### src/design/pctd_pkg.sv
// ----------------------------------------------------------------------------
// pctd_pkg
// Widths and transfer types shared by the trial-division prime counter.
// ----------------------------------------------------------------------------
package pctd_pkg;

   localparam int VALUE_BITS = 16;
   localparam int COUNT_BITS = 17;
   localparam int STEP_BITS  = $clog2(VALUE_BITS);

   typedef struct packed {
      logic [VALUE_BITS-1:0] value;
      logic                  last_item;
   } pctd_req_type;

   typedef struct packed {
      logic                  is_prime;
      logic [COUNT_BITS-1:0] prime_count;
      logic                  end_of_set;
   } pctd_rsp_type;

   typedef struct packed {
      logic done;
      logic zero;
   } pctd_rem_status_type;

endpackage

### src/design/prime_counter_trial_division.sv
// ----------------------------------------------------------------------------
// prime_counter_trial_division
// Primality test by trial division with a running, saturating prime count.
//
//   channel  dir  handshake              payload
//   req      in   req_valid/req_ready    pctd_req_type (value, last_item)
//   rsp      out  rsp_valid/rsp_ready    pctd_rsp_type (is_prime, prime_count,
//                                                       end_of_set)
//
// One item at a time: S_IDLE takes it, then for each trial divisor d
// (2, 3, ... while d*d <= value) S_CHECK starts the bit-serial remainder
// unit and S_DIV waits for it; a zero remainder, or no divisor left, leads
// to S_DONE. A finished result sits in the output register, so the next
// item is taken while it waits. Reset clears the count and leaves the block
// idle.
// ----------------------------------------------------------------------------
module prime_counter_trial_division
   import pctd_pkg::*;
(
   input  logic         clock,
   input  logic         reset,
   input  logic         req_valid,
   output logic         req_ready,
   input  pctd_req_type req_data,
   output logic         rsp_valid,
   input  logic         rsp_ready,
   output pctd_rsp_type rsp_data
);

   typedef enum logic [1:0] {
      S_IDLE,
      S_CHECK,
      S_DIV,
      S_DONE
   } state_type;

   localparam logic [VALUE_BITS:0] FIRST_SQUARE = (VALUE_BITS + 1)'(4);
   localparam logic [VALUE_BITS-1:0] FIRST_DIV  = VALUE_BITS'(2);

   state_type             state_ff, state_in;
   logic [VALUE_BITS-1:0] value_ff, value_in;
   logic                  last_ff, last_in;
   logic [VALUE_BITS-1:0] div_ff, div_in;
   logic [VALUE_BITS:0]   sq_ff, sq_in;
   logic                  prime_ff, prime_in;
   logic [COUNT_BITS-1:0] count_ff, count_in;
   logic                  rsp_valid_ff, rsp_valid_in;
   pctd_rsp_type          rsp_ff, rsp_in;

   logic                  rem_start;
   pctd_rem_status_type   rem_status;
   logic [VALUE_BITS+1:0] sq_sum;
   logic [COUNT_BITS-1:0] count_next;
   logic                  out_free;

   pctd_rem u_rem (
      .clock    (clock),
      .reset    (reset),
      .start    (rem_start),
      .dividend (value_ff),
      .divisor  (div_ff),
      .status   (rem_status)
   );

   always_comb begin
      // (d+1)^2 = d^2 + 2d + 1
      sq_sum   = {1'b0, sq_ff} + {1'b0, div_ff, 1'b1};
      out_free = !rsp_valid_ff || rsp_ready;
      if (prime_ff && (count_ff != {COUNT_BITS{1'b1}})) begin
         count_next = count_ff + 1'b1;
      end else begin
         count_next = count_ff;
      end

      state_in     = state_ff;
      value_in     = value_ff;
      last_in      = last_ff;
      div_in       = div_ff;
      sq_in        = sq_ff;
      prime_in     = prime_ff;
      count_in     = count_ff;
      rsp_in       = rsp_ff;
      rsp_valid_in = rsp_valid_ff && !rsp_ready;
      rem_start    = 1'b0;

      case (state_ff)
         S_IDLE: begin
            if (req_valid) begin
               value_in = req_data.value;
               last_in  = req_data.last_item;
               div_in   = FIRST_DIV;
               sq_in    = FIRST_SQUARE;
               state_in = S_CHECK;
            end
         end
         S_CHECK: begin
            if (sq_ff > {1'b0, value_ff}) begin
               // no divisor left: prime unless zero or one
               prime_in = (value_ff > VALUE_BITS'(1));
               state_in = S_DONE;
            end else begin
               rem_start = 1'b1;
               state_in  = S_DIV;
            end
         end
         S_DIV: begin
            if (rem_status.done) begin
               if (rem_status.zero) begin
                  prime_in = 1'b0;
                  state_in = S_DONE;
               end else begin
                  div_in   = div_ff + 1'b1;
                  sq_in    = sq_sum[VALUE_BITS:0];
                  state_in = S_CHECK;
               end
            end
         end
         S_DONE: begin
            if (out_free) begin
               rsp_in.is_prime    = prime_ff;
               rsp_in.prime_count = count_next;
               rsp_in.end_of_set  = last_ff;
               rsp_valid_in       = 1'b1;
               count_in           = last_ff ? '0 : count_next;
               state_in           = S_IDLE;
            end
         end
         default: begin
            state_in = S_IDLE;
         end
      endcase
   end

   always_ff @(posedge clock) begin
      if (reset) begin
         state_ff     <= S_IDLE;
         count_ff     <= '0;
         rsp_valid_ff <= 1'b0;
         div_ff       <= FIRST_DIV;
         value_ff     <= '0;
      end else begin
         state_ff     <= state_in;
         count_ff     <= count_in;
         rsp_valid_ff <= rsp_valid_in;
         div_ff       <= div_in;
         value_ff     <= value_in;
      end
      last_ff  <= last_in;
      sq_ff    <= sq_in;
      prime_ff <= prime_in;
      rsp_ff   <= rsp_in;
   end

   assign req_ready = (state_ff == S_IDLE);
   assign rsp_valid = rsp_valid_ff;
   assign rsp_data  = rsp_ff;

endmodule

### src/design/pctd_rem.sv
// ----------------------------------------------------------------------------
// pctd_rem
// Bit-serial restoring remainder: one dividend bit per cycle, MSB first.
// ----------------------------------------------------------------------------
module pctd_rem
   import pctd_pkg::*;
(
   input  logic                      clock,
   input  logic                      reset,
   input  logic                      start,
   input  logic [VALUE_BITS-1:0]     dividend,
   input  logic [VALUE_BITS-1:0]     divisor,
   output pctd_rem_status_type       status
);

   localparam logic [STEP_BITS-1:0] LAST_STEP = STEP_BITS'(VALUE_BITS - 1);

   logic                  busy_ff, busy_in;
   logic [STEP_BITS-1:0]  step_ff, step_in;
   logic [VALUE_BITS-1:0] shift_ff, shift_in;
   logic [VALUE_BITS-1:0] rem_ff, rem_in;
   logic [VALUE_BITS-1:0] div_ff, div_in;
   logic [VALUE_BITS:0]   trial;
   logic [VALUE_BITS:0]   diff;
   logic [VALUE_BITS-1:0] rem_next;

   always_comb begin
      trial = {rem_ff, shift_ff[VALUE_BITS-1]};
      diff  = trial - {1'b0, div_ff};
      // subtract only where the divisor fits
      if (trial >= {1'b0, div_ff}) begin
         rem_next = diff[VALUE_BITS-1:0];
      end else begin
         rem_next = trial[VALUE_BITS-1:0];
      end

      busy_in  = busy_ff;
      step_in  = step_ff;
      shift_in = shift_ff;
      rem_in   = rem_ff;
      div_in   = div_ff;
      if (start) begin
         busy_in  = 1'b1;
         step_in  = '0;
         shift_in = dividend;
         rem_in   = '0;
         div_in   = divisor;
      end else if (busy_ff) begin
         rem_in   = rem_next;
         shift_in = {shift_ff[VALUE_BITS-2:0], 1'b0};
         step_in  = step_ff + 1'b1;
         if (step_ff == LAST_STEP) begin
            busy_in = 1'b0;
         end
      end

      status.done = busy_ff && (step_ff == LAST_STEP);
      status.zero = (rem_next == '0);
   end

   always_ff @(posedge clock) begin
      if (reset) begin
         busy_ff <= 1'b0;
         step_ff <= '0;
      end else begin
         busy_ff <= busy_in;
         step_ff <= step_in;
      end
      shift_ff <= shift_in;
      rem_ff   <= rem_in;
      div_ff   <= div_in;
   end

endmodule

### config.mk
export PLATFORM = sky130hd
export DESIGN_NAME = prime_counter_trial_division
export DESIGN_NICKNAME = d
export VERILOG_FILES = /design/src/design/pctd_pkg.sv /design/src/design/prime_counter_trial_division.sv /design/src/design/pctd_rem.sv
export SDC_FILE = /design/constraint.sdc
export NUM_CORES = 1
export LEC_CHECK = 0
export ABC_AREA = 1
export BUFFER_PORTS_ARGS = -buffer_cell sky130_fd_sc_hd__buf_2
export CORE_MARGIN = 5
export CORE_UTILIZATION = 40
export CTS_CLUSTER_DIAMETER = 60
export DETAILED_ROUTE_END_ITERATION = 12
export GPL_TIMING_DRIVEN = 1
export PLACE_DENSITY_LB_ADDON = 0.3
export SYNTH_ARGS = -nofsm -noshare
export SYNTH_HDL_FRONTEND = slang
export SYNTH_SLANG_ARGS = --single-unit
export TNS_END_PERCENT = 20
### constraint.sdc
create_clock -name clock -period 7.4 [get_ports clock]
set_input_delay 0.74 -clock clock [delete_from_list [all_inputs] [get_ports clock]]
set_output_delay 0.74 -clock clock [all_outputs]
set_load 0.02 [all_outputs]
==> metrics.csv, run 1 <==
metric,value,unit
Synth cell types,49,
most used routing layer,met2,
row count,53,
initial antenna violation count,0,
max incr delay on CP,0.60,ns
core area,21020,um^2
Reg2Reg Capture Point,u_rem.shift_ff[14],
wire length per cell,13.75,um
YS warnings,0,
Post-synth EDFFs,70,
"Setup violations, final",0,
Detailed Route WL,19540,um
top cell family by delay on the critical path,simple AND/OR/NAND/NOR gates,
met3 Resource Use GR,3.079,%
grt ovf,0,
DRC viols,0,
Switch Pwr,1.736,mW
Total GRT Usage,16.44,%
Reg2Reg Launch Point,sq_ff[15],
"most common cell after layout, fill and taps aside",nand2_1,
CTS Root Cell,clkbuf_16,
Hold/Removal Path Class,flip-flop to flip-flop,
switching part of the total,44.92,%
drt pass-1 iters,6,
CTS Buffer Depth,2,
met2 usage,27.41,%
clock sinks,143,
Combinational Power Share,46.8,%
worst path arrival time,3.21,ns
CP Max Fanout,34,
Slew Limit Fails,0,
Slew @ Worst Pin,1.018,ns
hold path start,last_ff,
setup bufs post-CTS,0,
clock skew,0.01250,ns
Mapped Area,8533,um^2
Tmin final,3.253,ns
Final Cycle Share,43.96,%
Via density,4.950,
DP Worst Slack,4.111,ns
final hold viol count,0,
Mapped Cells,1100,
"Reg clk slew, reported paths",0.06,ns
NumNets Final,1207,
Internal Power,2.129,mW
worst ir drop on vdd,0.1805,mV
Leak,4.195,nW
Port Buffers,41,
CTS Buf Count,17,
final worst-path setup slack,4.147,ns
CP startpoint,sq_ff[15],
area delta synth->final,11.17,%
Worst-Skew Late Latency,0.42,ns
total power,3.865,mW
Syn Nets,1174,
CTS tree,built,
ANT cells,0,
Die Wd,156.1,um
Critical path buffers and inverters,3,
crit path cell chain,ha_1 > inv_1 > nor2_1 > nand3_1 > inv_1 > nand2_1 > o311ai_0 > nand2_1 > nand2_1 > buf_4 > nand2_1,
f_max,307.4,MHz
Yosys reg bits,143,
largest net degree at the start of global routing,35,
layout cell share with drive strength beyond 1,12.22,%
main flop type after synthesis,dfxtp_1,
slowest cell on the critical path,nand2_1,
worst hold path endpoint,rsp_data[0],
Post-CTS Resized,0,
number of global-route vias before repair,6665,
status,completed,
Hold Path Stages,0,
die height,156.1,um
CP startpoint kind,flip-flop,
clock network power share,20.8,%
dpl hpwl,14500,um
met1 Track Usage GR,22.32,%
most frequent cells in the layout,"nand2_1, inv_1, a21oi_1, nor2_1, dfxtp_1",
first-pass GRT wire length,32840,um
H-Tree Level Count,4,
cell repeated most along the worst path,nand2_1,
max-cap viol count,0,
Seq pwr share,32.5,%
Iter 0 DRT Violations,413,
die area,24350,um^2
WP data required,7.35,ns
Starting Density,40.59,%
"FFs w/ async S/R, synth",0,%
Slew Limit Headroom,31.73,%
R2R cell count,11,
routability congestion estimate,0.9279,
sequential area share after synthesis,41.76,%
Top Ports,42,
CP Class,flip-flop to flip-flop,
Cell Pwr Density,407.5,nW/um^2
Crit. End Element,flip-flop,
ANT nets after route,0,
flop2flop setup slack,4.15,ns
Hold Buf Count CTS,0,
Syn Area/Cell,7.757,um^2
Vias,7034,
setup_tns,0,ns
RSZ-0062 raised after global routing,no,
[power by group through the flow]
stage	Clock [mW]	Combinational (mW)	Sequential [mW]
finish	0.803	1.81	1.26
global route	0.856	2.06	1.28
CTS	0.819	1.82	1.26
global placement	0	1.79	1.27
detailed placement	0	1.81	1.27
floorplan	0	1.46	1.20
[registers in the layout (all words and copies together) (netlist names)]
name / flops
rsp_data: 19
count_ff: 17
sq_ff: 17
div_ff: 16
u_rem.div_ff: 16
u_rem.rem_ff: 16
u_rem.shift_ff: 16
value_ff: 16
u_rem.step_ff: 4
state_ff: 2
last_ff: 1
prime_ff: 1
rsp_valid: 1
u_rem.busy_ff: 1
[synthesized netlist by cell type, types with 2 or more instances]
cell | number | share of area [%]
nand2_1 | 284 | 12
inv_1 | 139 | 6.1
a21oi_1 | 93 | 5.5
nor2_1 | 79 | 3.5
dfxtp_1 | 73 | 17
edfxtp_1 | 70 | 25
nand3_1 | 59 | 3.5
o21ai_0 | 58 | 3.4
ha_1 | 51 | 7.5
clkbuf_1 | 19 | 0.84
nand2_2 | 18 | 1.3
nor2_2 | 16 | 1.2
xor2_1 | 16 | 1.6
nand4_1 | 15 | 1.1
nand3_2 | 14 | 1.6
nor3_1 | 13 | 0.76
nor4_1 | 8 | 0.59
xnor2_1 | 8 | 0.82
a31oi_1 | 5 | 0.37
o211ai_1 | 5 | 0.44
a211oi_1 | 4 | 0.35
buf_2 | 4 | 0.23
inv_2 | 4 | 0.18
nand3b_1 | 4 | 0.35
buf_6 | 3 | 0.40
clkinv_1 | 3 | 0.13
nand2_4 | 3 | 0.40
nor2_4 | 3 | 0.40
or2_2 | 3 | 0.22
a21o_1 | 2 | 0.18
and2_1 | 2 | 0.15
buf_8 | 2 | 0.35
fa_1 | 2 | 0.47
o21bai_1 | 2 | 0.18
o311ai_0 | 2 | 0.21
[area by class of cell]
cell class | instances | area [um^2]
Clock buffer | 20 | 446.7
Clock inverter | 12 | 101.3
Fill cell | 2103 | 11530
Inverter | 147 | 554.3
Multi-Input combinational cell | 781 | 4257
Sequential cell | 143 | 3563
Tap cell | 275 | 344.1
Timing Repair Buffer | 43 | 220.2
[per-stage QoR]
| stage | area [um^2] | hold WS (ns) | std cells | util [%] |
|---|---|---|---|---|
| after floorplan | 8533 | 0.4264 | 1100 | - |
| after global placement | 8939 | 0.4333 | 1389 | 42.52 |
| after detailed placement | 8939 | 0.4470 | 1389 | 42.52 |
| after CTS | 9487 | 0.4624 | 1421 | 45.13 |
| after global routing | 9487 | 0.4717 | 1421 | 45.13 |
| final | 9487 | 0.4614 | 1421 | 45.13 |
[worst register-to-register path, cell delays in order (launching register included)]
cell      delay (ns)
edfxtp_1        0.43
ha_1            0.33
inv_1           0.05
nor2_1          0.09
nand3_1         0.11
inv_1           0.09
nand2_1         0.04
o311ai_0        0.50
nand2_1         0.11
nand2_1         0.12
buf_4           0.31
nand2_1         0.60
[worst max path at each step]
stage	to	slack [ns]	cells past startpoint
after global routing	u_rem.div_ff[7]	3.82	10
final	u_rem.shift_ff[14]	4.15	11
after global placement	u_rem.shift_ff[12]	4.18	9
after floorplan	u_rem.div_ff[0]	4.69	10
after detailed placement	u_rem.shift_ff[12]	4.11	11
after CTS	u_rem.shift_ff[12]	4.10	11
[logic make-up (layout without fill, tap and decap cells)]
kind of cell / count (synthesis) / count (layout) / synth area share (%)
compound gates: 177 / 177 / 11.16
xor+xnor: 24 / 24 / 2.463
fa+ha+maj: 53 / 53 / 7.947
buf+inv: 176 / 222 / 8.358
flops: 143 / 143 / 41.76
simple gates: 527 / 527 / 28.31
[layer usage]
metal | routed length [um] | share of wire [%]
met3 | 778 | 4.0
met4 | 197 | 1.0
met1 | 9212 | 47
met2 | 9350 | 48
met5 | 0 | 0
Power figures use the tool's default switching activity.
==> inputs of run 2 (changes only) <==
Clock period 7.4 ns to 3.1 ns, I/O delays scaled along.
==> run 2 against run 1 <==
Against the previous run:
- combinational power grew 140%
- sequential cell count did not move
- total power grew 140%
- cell count increased by 1.2%
- critical path type unchanged
- sequential share of layout area down 0.72 points
- cell area up 2.0%
- critical endpoint is now count_ff[14]
- critical path depth up 5
- highest routed layer unchanged
- global-route usage fell by 0.14 points
- maximum frequency increased by 15%
==> metrics.csv, run 2 (synthesis gave the netlist of run 1 again) <==
metric,value,unit
first-pass GRT wire length,32480,um
CTS Buffer Depth,2,
DP Worst Slack,0.1223,ns
ANT cells,0,
Detailed Route WL,19230,um
Setup crit end,count_ff[14],
die area,24350,um^2
Final Cycle Share,91.46,%
Leak,4.301,nW
Vias,6996,
ANT nets after route,0,
final hold viol count,0,
Hold/Removal Path Class,input port to flip-flop,
worst ir drop on vdd,0.5025,mV
die height,156.1,um
Via density,4.865,
CP startpoint,count_ff[0],
"Setup violations, final",0,
"Reg clk slew, reported paths",0.06,ns
area delta synth->final,13.34,%
Reg2Reg Capture Point,count_ff[14],
CTS Buf Count,17,
Slew Limit Fails,0,
dpl hpwl,14290,um
Crit. End Element,flip-flop,
Reg area,3563,um^2
Slew Limit Headroom,50.91,%
initial antenna violation count,0,
Worst-Skew Late Latency,0.43,ns
CP Class,flip-flop to flip-flop,
total power,9.451,mW
clock sinks,143,
area of the multi-input gates,4270,um^2
Layout Cells excl Fill,1438,
CTS tree,built,
placed cells,1405,
Iter 0 DRT Violations,342,
FILL cells,2074,
"most common cell after layout, fill and taps aside",nand2_1,
f_max,352.7,MHz
NumNets Final,1224,
Tmin final,2.835,ns
CP startpoint kind,flip-flop,
Top Ports,42,
Starting Density,40.59,%
status,completed,
Slew @ Worst Pin,0.7271,ns
final worst-path setup slack,0.2646,ns
number of global-route vias before repair,6791,
Reg2Reg Launch Point,count_ff[0],
wire length per cell,13.37,um
H-Tree Level Count,4,
Cell Pwr Density,977.2,nW/um^2
setup_tns,0,ns
flop2flop setup slack,0.26,ns
DRC viols,0,
max-cap viol count,0,
CTS Root Cell,clkbuf_16,
routability congestion estimate,0.8756,
row count,53,
layout cell share with drive strength beyond 1,13.76,%
largest net degree at the start of global routing,33,
max reg flops,19,
WP data required,3.46,ns
R2R cell count,16,
most frequent cells in the layout,"nand2_1, inv_1, a21oi_1, nor2_1, dfxtp_1",
Die Wd,156.1,um
worst path arrival time,3.19,ns
Hold Buf Count CTS,0,
clock skew,0.01057,ns
grt ovf,0,
CP Max Fanout,5,
RSZ-0062 raised after global routing,no,
Total GRT Usage,16.30,%
Port Buffers,41,
core area,21020,um^2
drt pass-1 iters,5,
-- run 2: timing repair --
action / in CTS / in global routing
resized for setup: 0 / 5
buffers inserted: 0 / 1
endpoints found under the setup margin: 0 / 38
-- run 2: per-stage QoR --
step                      hold slack (ns)  util (%)  cell area [um^2]
after floorplan                    0.3885         -              8533
after global placement             0.4332     43.09              9059
after detailed placement           0.4348     43.09              9059
after CTS                         0.04191     45.88              9644
after global routing              0.04532     46.01              9672
final                             0.05919     46.01              9672
-- run 2: how the worst min path moves through the flow --
stage,from,end,cells past startpoint
after floorplan,reset,state_ff[0],1
after global placement,last_ff,rsp_data[0],0
after detailed placement,prime_ff,rsp_data[18],0
after CTS,req_data[0],last_ff,1
after global routing,req_data[0],last_ff,1
final,req_data[0],last_ff,1
-- run 2: power breakdown --
part / switching [mW] / internal, mW
Sequential: 0.392 / 2.58
Clock: 0.865 / 1.20
Combinational: 2.88 / 1.53
-- run 2: worst max-delay path: stages (launching register included) --
cell and delay [ns]:
dfxtp_1 0.33, ha_1 0.21, inv_1 0.05, nor2_1 0.03, and3_1 0.18, inv_1 0.05, nor2_1 0.04, ha_1 0.17
or2_2 0.34, inv_1 0.15, nand2_1 0.17, nor4_2 0.28, nand2_1 0.14, nor3_1 0.22, xor2_1 0.22, nand2_1 0.07
a21oi_1 0.11
-- run 2: area by class of cell --
| type | instances | share of cell area, % |
|---|---|---|
| clock buffer | 19 | 4.476 |
| clock inverter | 13 | 1.578 |
| inverter | 147 | 5.757 |
| multi-input combinational | 781 | 44.15 |
| sequential | 143 | 36.84 |
| tap | 275 | 3.558 |
| timing repair buffer | 60 | 3.635 |
-- run 2: layer usage --
| metal | GRT usage, % | wire length, um | part of all wire, % | vias to the layer above |
|---|---|---|---|---|
| met5 | 0 | 0 | 0 | - |
| li1 | - | - | - | 3721 |
| met4 | 5.044 | 257 | 1.3 | 0 |
| met1 | 21.49 | 9219 | 48 | 3144 |
| met3 | 2.718 | 637 | 3.3 | 19 |
| met2 | 27.47 | 9112 | 47 | 112 |
==> inputs of run 3 (changes only) <==
==> constraint.sdc (replaced) <==
create_clock -name clock -period 3.1 [get_ports clock]
set_input_delay 0.155 -clock clock [delete_from_list [all_inputs] [get_ports clock]]
set_output_delay 0.155 -clock clock [all_outputs]
set_load 0.02 [all_outputs]
==> run 3 against run 2 <==
Against the previous run:
- non-clock buffer count grew 4
- global-route usage about the same
- clock power is essentially flat
- first-iteration DRC count fell by 4.1%
- sequential power is essentially flat
- critical path depth unchanged
- die area is the same
- cell area is 0.41% higher
- largest cell class unchanged
==> metrics.csv, run 3 (synthesis gave the netlist of run 1 again) <==
metric,value,unit
status,completed,
dpl hpwl,14290,um
RSZ-0062 raised after global routing,no,
max reg flops,19,
CP Max Fanout,5,
CP startpoint kind,flip-flop,
CTS Root Cell,clkbuf_16,
Vias,7004,
worst path arrival time,3.19,ns
Iter 0 DRT Violations,328,
clock sinks,143,
core area,21020,um^2
Final Cycle Share,91.55,%
CTS Buf Count,17,
"most common cell after layout, fill and taps aside",nand2_1,
clock skew,0.01763,ns
drt pass-1 iters,4,
"Setup violations, final",0,
initial antenna violation count,0,
H-Tree Level Count,4,
row count,53,
NumNets Final,1228,
FILL cells,2067,
Reg area,3563,um^2
DP Worst Slack,0.1223,ns
f_max,352.4,MHz
Slew Limit Headroom,50.91,%
setup_tns,0,ns
ANT cells,0,
CTS tree,built,
grt ovf,0,
final worst-path setup slack,0.2621,ns
Top Ports,42,
number of global-route vias before repair,6809,
die height,156.1,um
most frequent cells in the layout,"nand2_1, inv_1, a21oi_1, nor2_1, dfxtp_1",
routability congestion estimate,0.8756,
total power,9.457,mW
first-pass GRT wire length,32510,um
flop2flop setup slack,0.26,ns
CP Class,flip-flop to flip-flop,
area of the multi-input gates,4270,um^2
CTS Buffer Depth,2,
Slew Limit Fails,0,
Cell Pwr Density,973.8,nW/um^2
layout cell share with drive strength beyond 1,13.71,%
Hold Path Stages,3,
"Reg clk slew, reported paths",0.06,ns
max incr delay on CP,0.34,ns
slowest cell on the critical path,or2_2,
area delta synth->final,13.81,%
ANT nets after route,0,
wire length per cell,13.34,um
Slew @ Worst Pin,0.7271,ns
final hold slack,0.004848,ns
largest net degree at the start of global routing,33,
Starting Density,40.59,%
Tmin final,2.838,ns
Port Buffers,41,
DRC viols,0,
final hold viol count,0,
max-cap viol count,0,
Leak,4.317,nW
R2R cell count,16,
Total GRT Usage,16.32,%
Worst-Skew Late Latency,0.43,ns
Via density,4.857,
worst ir drop on vdd,0.5030,mV
crit path cell chain,ha_1 > inv_1 > nor2_1 > and3_1 > inv_1 > nor2_1 > ha_1 > or2_2 > inv_1 > nand2_1 > nor4_2 > nand2_1 > nor3_1 > xor2_1 > nand2_1 > a21oi_1,
die area,24350,um^2
WP data required,3.45,ns
Detailed Route WL,19230,um
Hold/Removal Path Class,input port to flip-flop,
Crit. End Element,flip-flop,
Die Wd,156.1,um
==> run 3: cell types whose count changed in the layout (fill, tap and decap cells not counted), sizes merged <==
cell / change
dlygate4sd3: +4
==> run 3: final cells by class <==
class                           count  area share, %
Clock buffer                       19          4.458
Clock inverter                     13          1.572
Inverter                          147          5.733
Multi-Input combinational cell    781          43.97
Sequential cell                   143          36.69
Tap cell                          275          3.543
Timing Repair Buffer               64          4.032
==> run 3: path summary, 6_finish.rpt <==
| check | startpoint | endpoint |
|---|---|---|
| hold reg to reg | prime_ff | rsp_data[18] |
| setup reg to reg | count_ff[0] | count_ff[14] |
| setup / recovery | count_ff[0] | count_ff[14] |
| hold / removal | req_data[13] | value_ff[12] |
==> run 3: where the power goes <==
| part | switching (mW) | total (mW) | leakage, nW | internal [mW] |
|---|---|---|---|---|
| clock network | 0.866 | 2.07 | 0.281 | 1.20 |
| registers | 0.390 | 2.97 | 1.24 | 2.58 |
| logic | 2.89 | 4.42 | 2.80 | 1.53 |
==> run 3: layer usage <==
metal	up-vias	share of wire (%)	global-route usage, %
li1	3731	-	-
met1	3172	49	21.51
met2	86	47	27.51
met3	15	2.8	2.691
met4	0	1.3	5.044
met5	-	0	0
==> run 3: stage by stage <==
step | cell area [um^2] | cells | util [%]
after floorplan | 8533 | 1100 | -
after global placement | 9059 | 1405 | 43.09
after detailed placement | 9059 | 1405 | 43.09
after CTS | 9684 | 1441 | 46.07
after global routing | 9712 | 1442 | 46.20
final | 9712 | 1442 | 46.20
==> run 3: critical path: cells and delay by family (launching register included) <==
| family | cells | cell delay (ns) |
|---|---|---|
| AOI/OAI and AO/OA | 1 | 0.11 |
| xor gates and xnor gates | 1 | 0.22 |
| adders and majority gates | 2 | 0.38 |
| buffers and inverters | 3 | 0.25 |
| DFF | 1 | 0.33 |
| and+or+nand+nor | 9 | 1.47 |
==> run 3: timing repair <==
action	4_1_cts	5_1_grt
buffers inserted	0	1
endpoints found under the hold margin	4	0
resized for setup	0	5
endpoints found under the setup margin	0	38
hold buffers	4	0
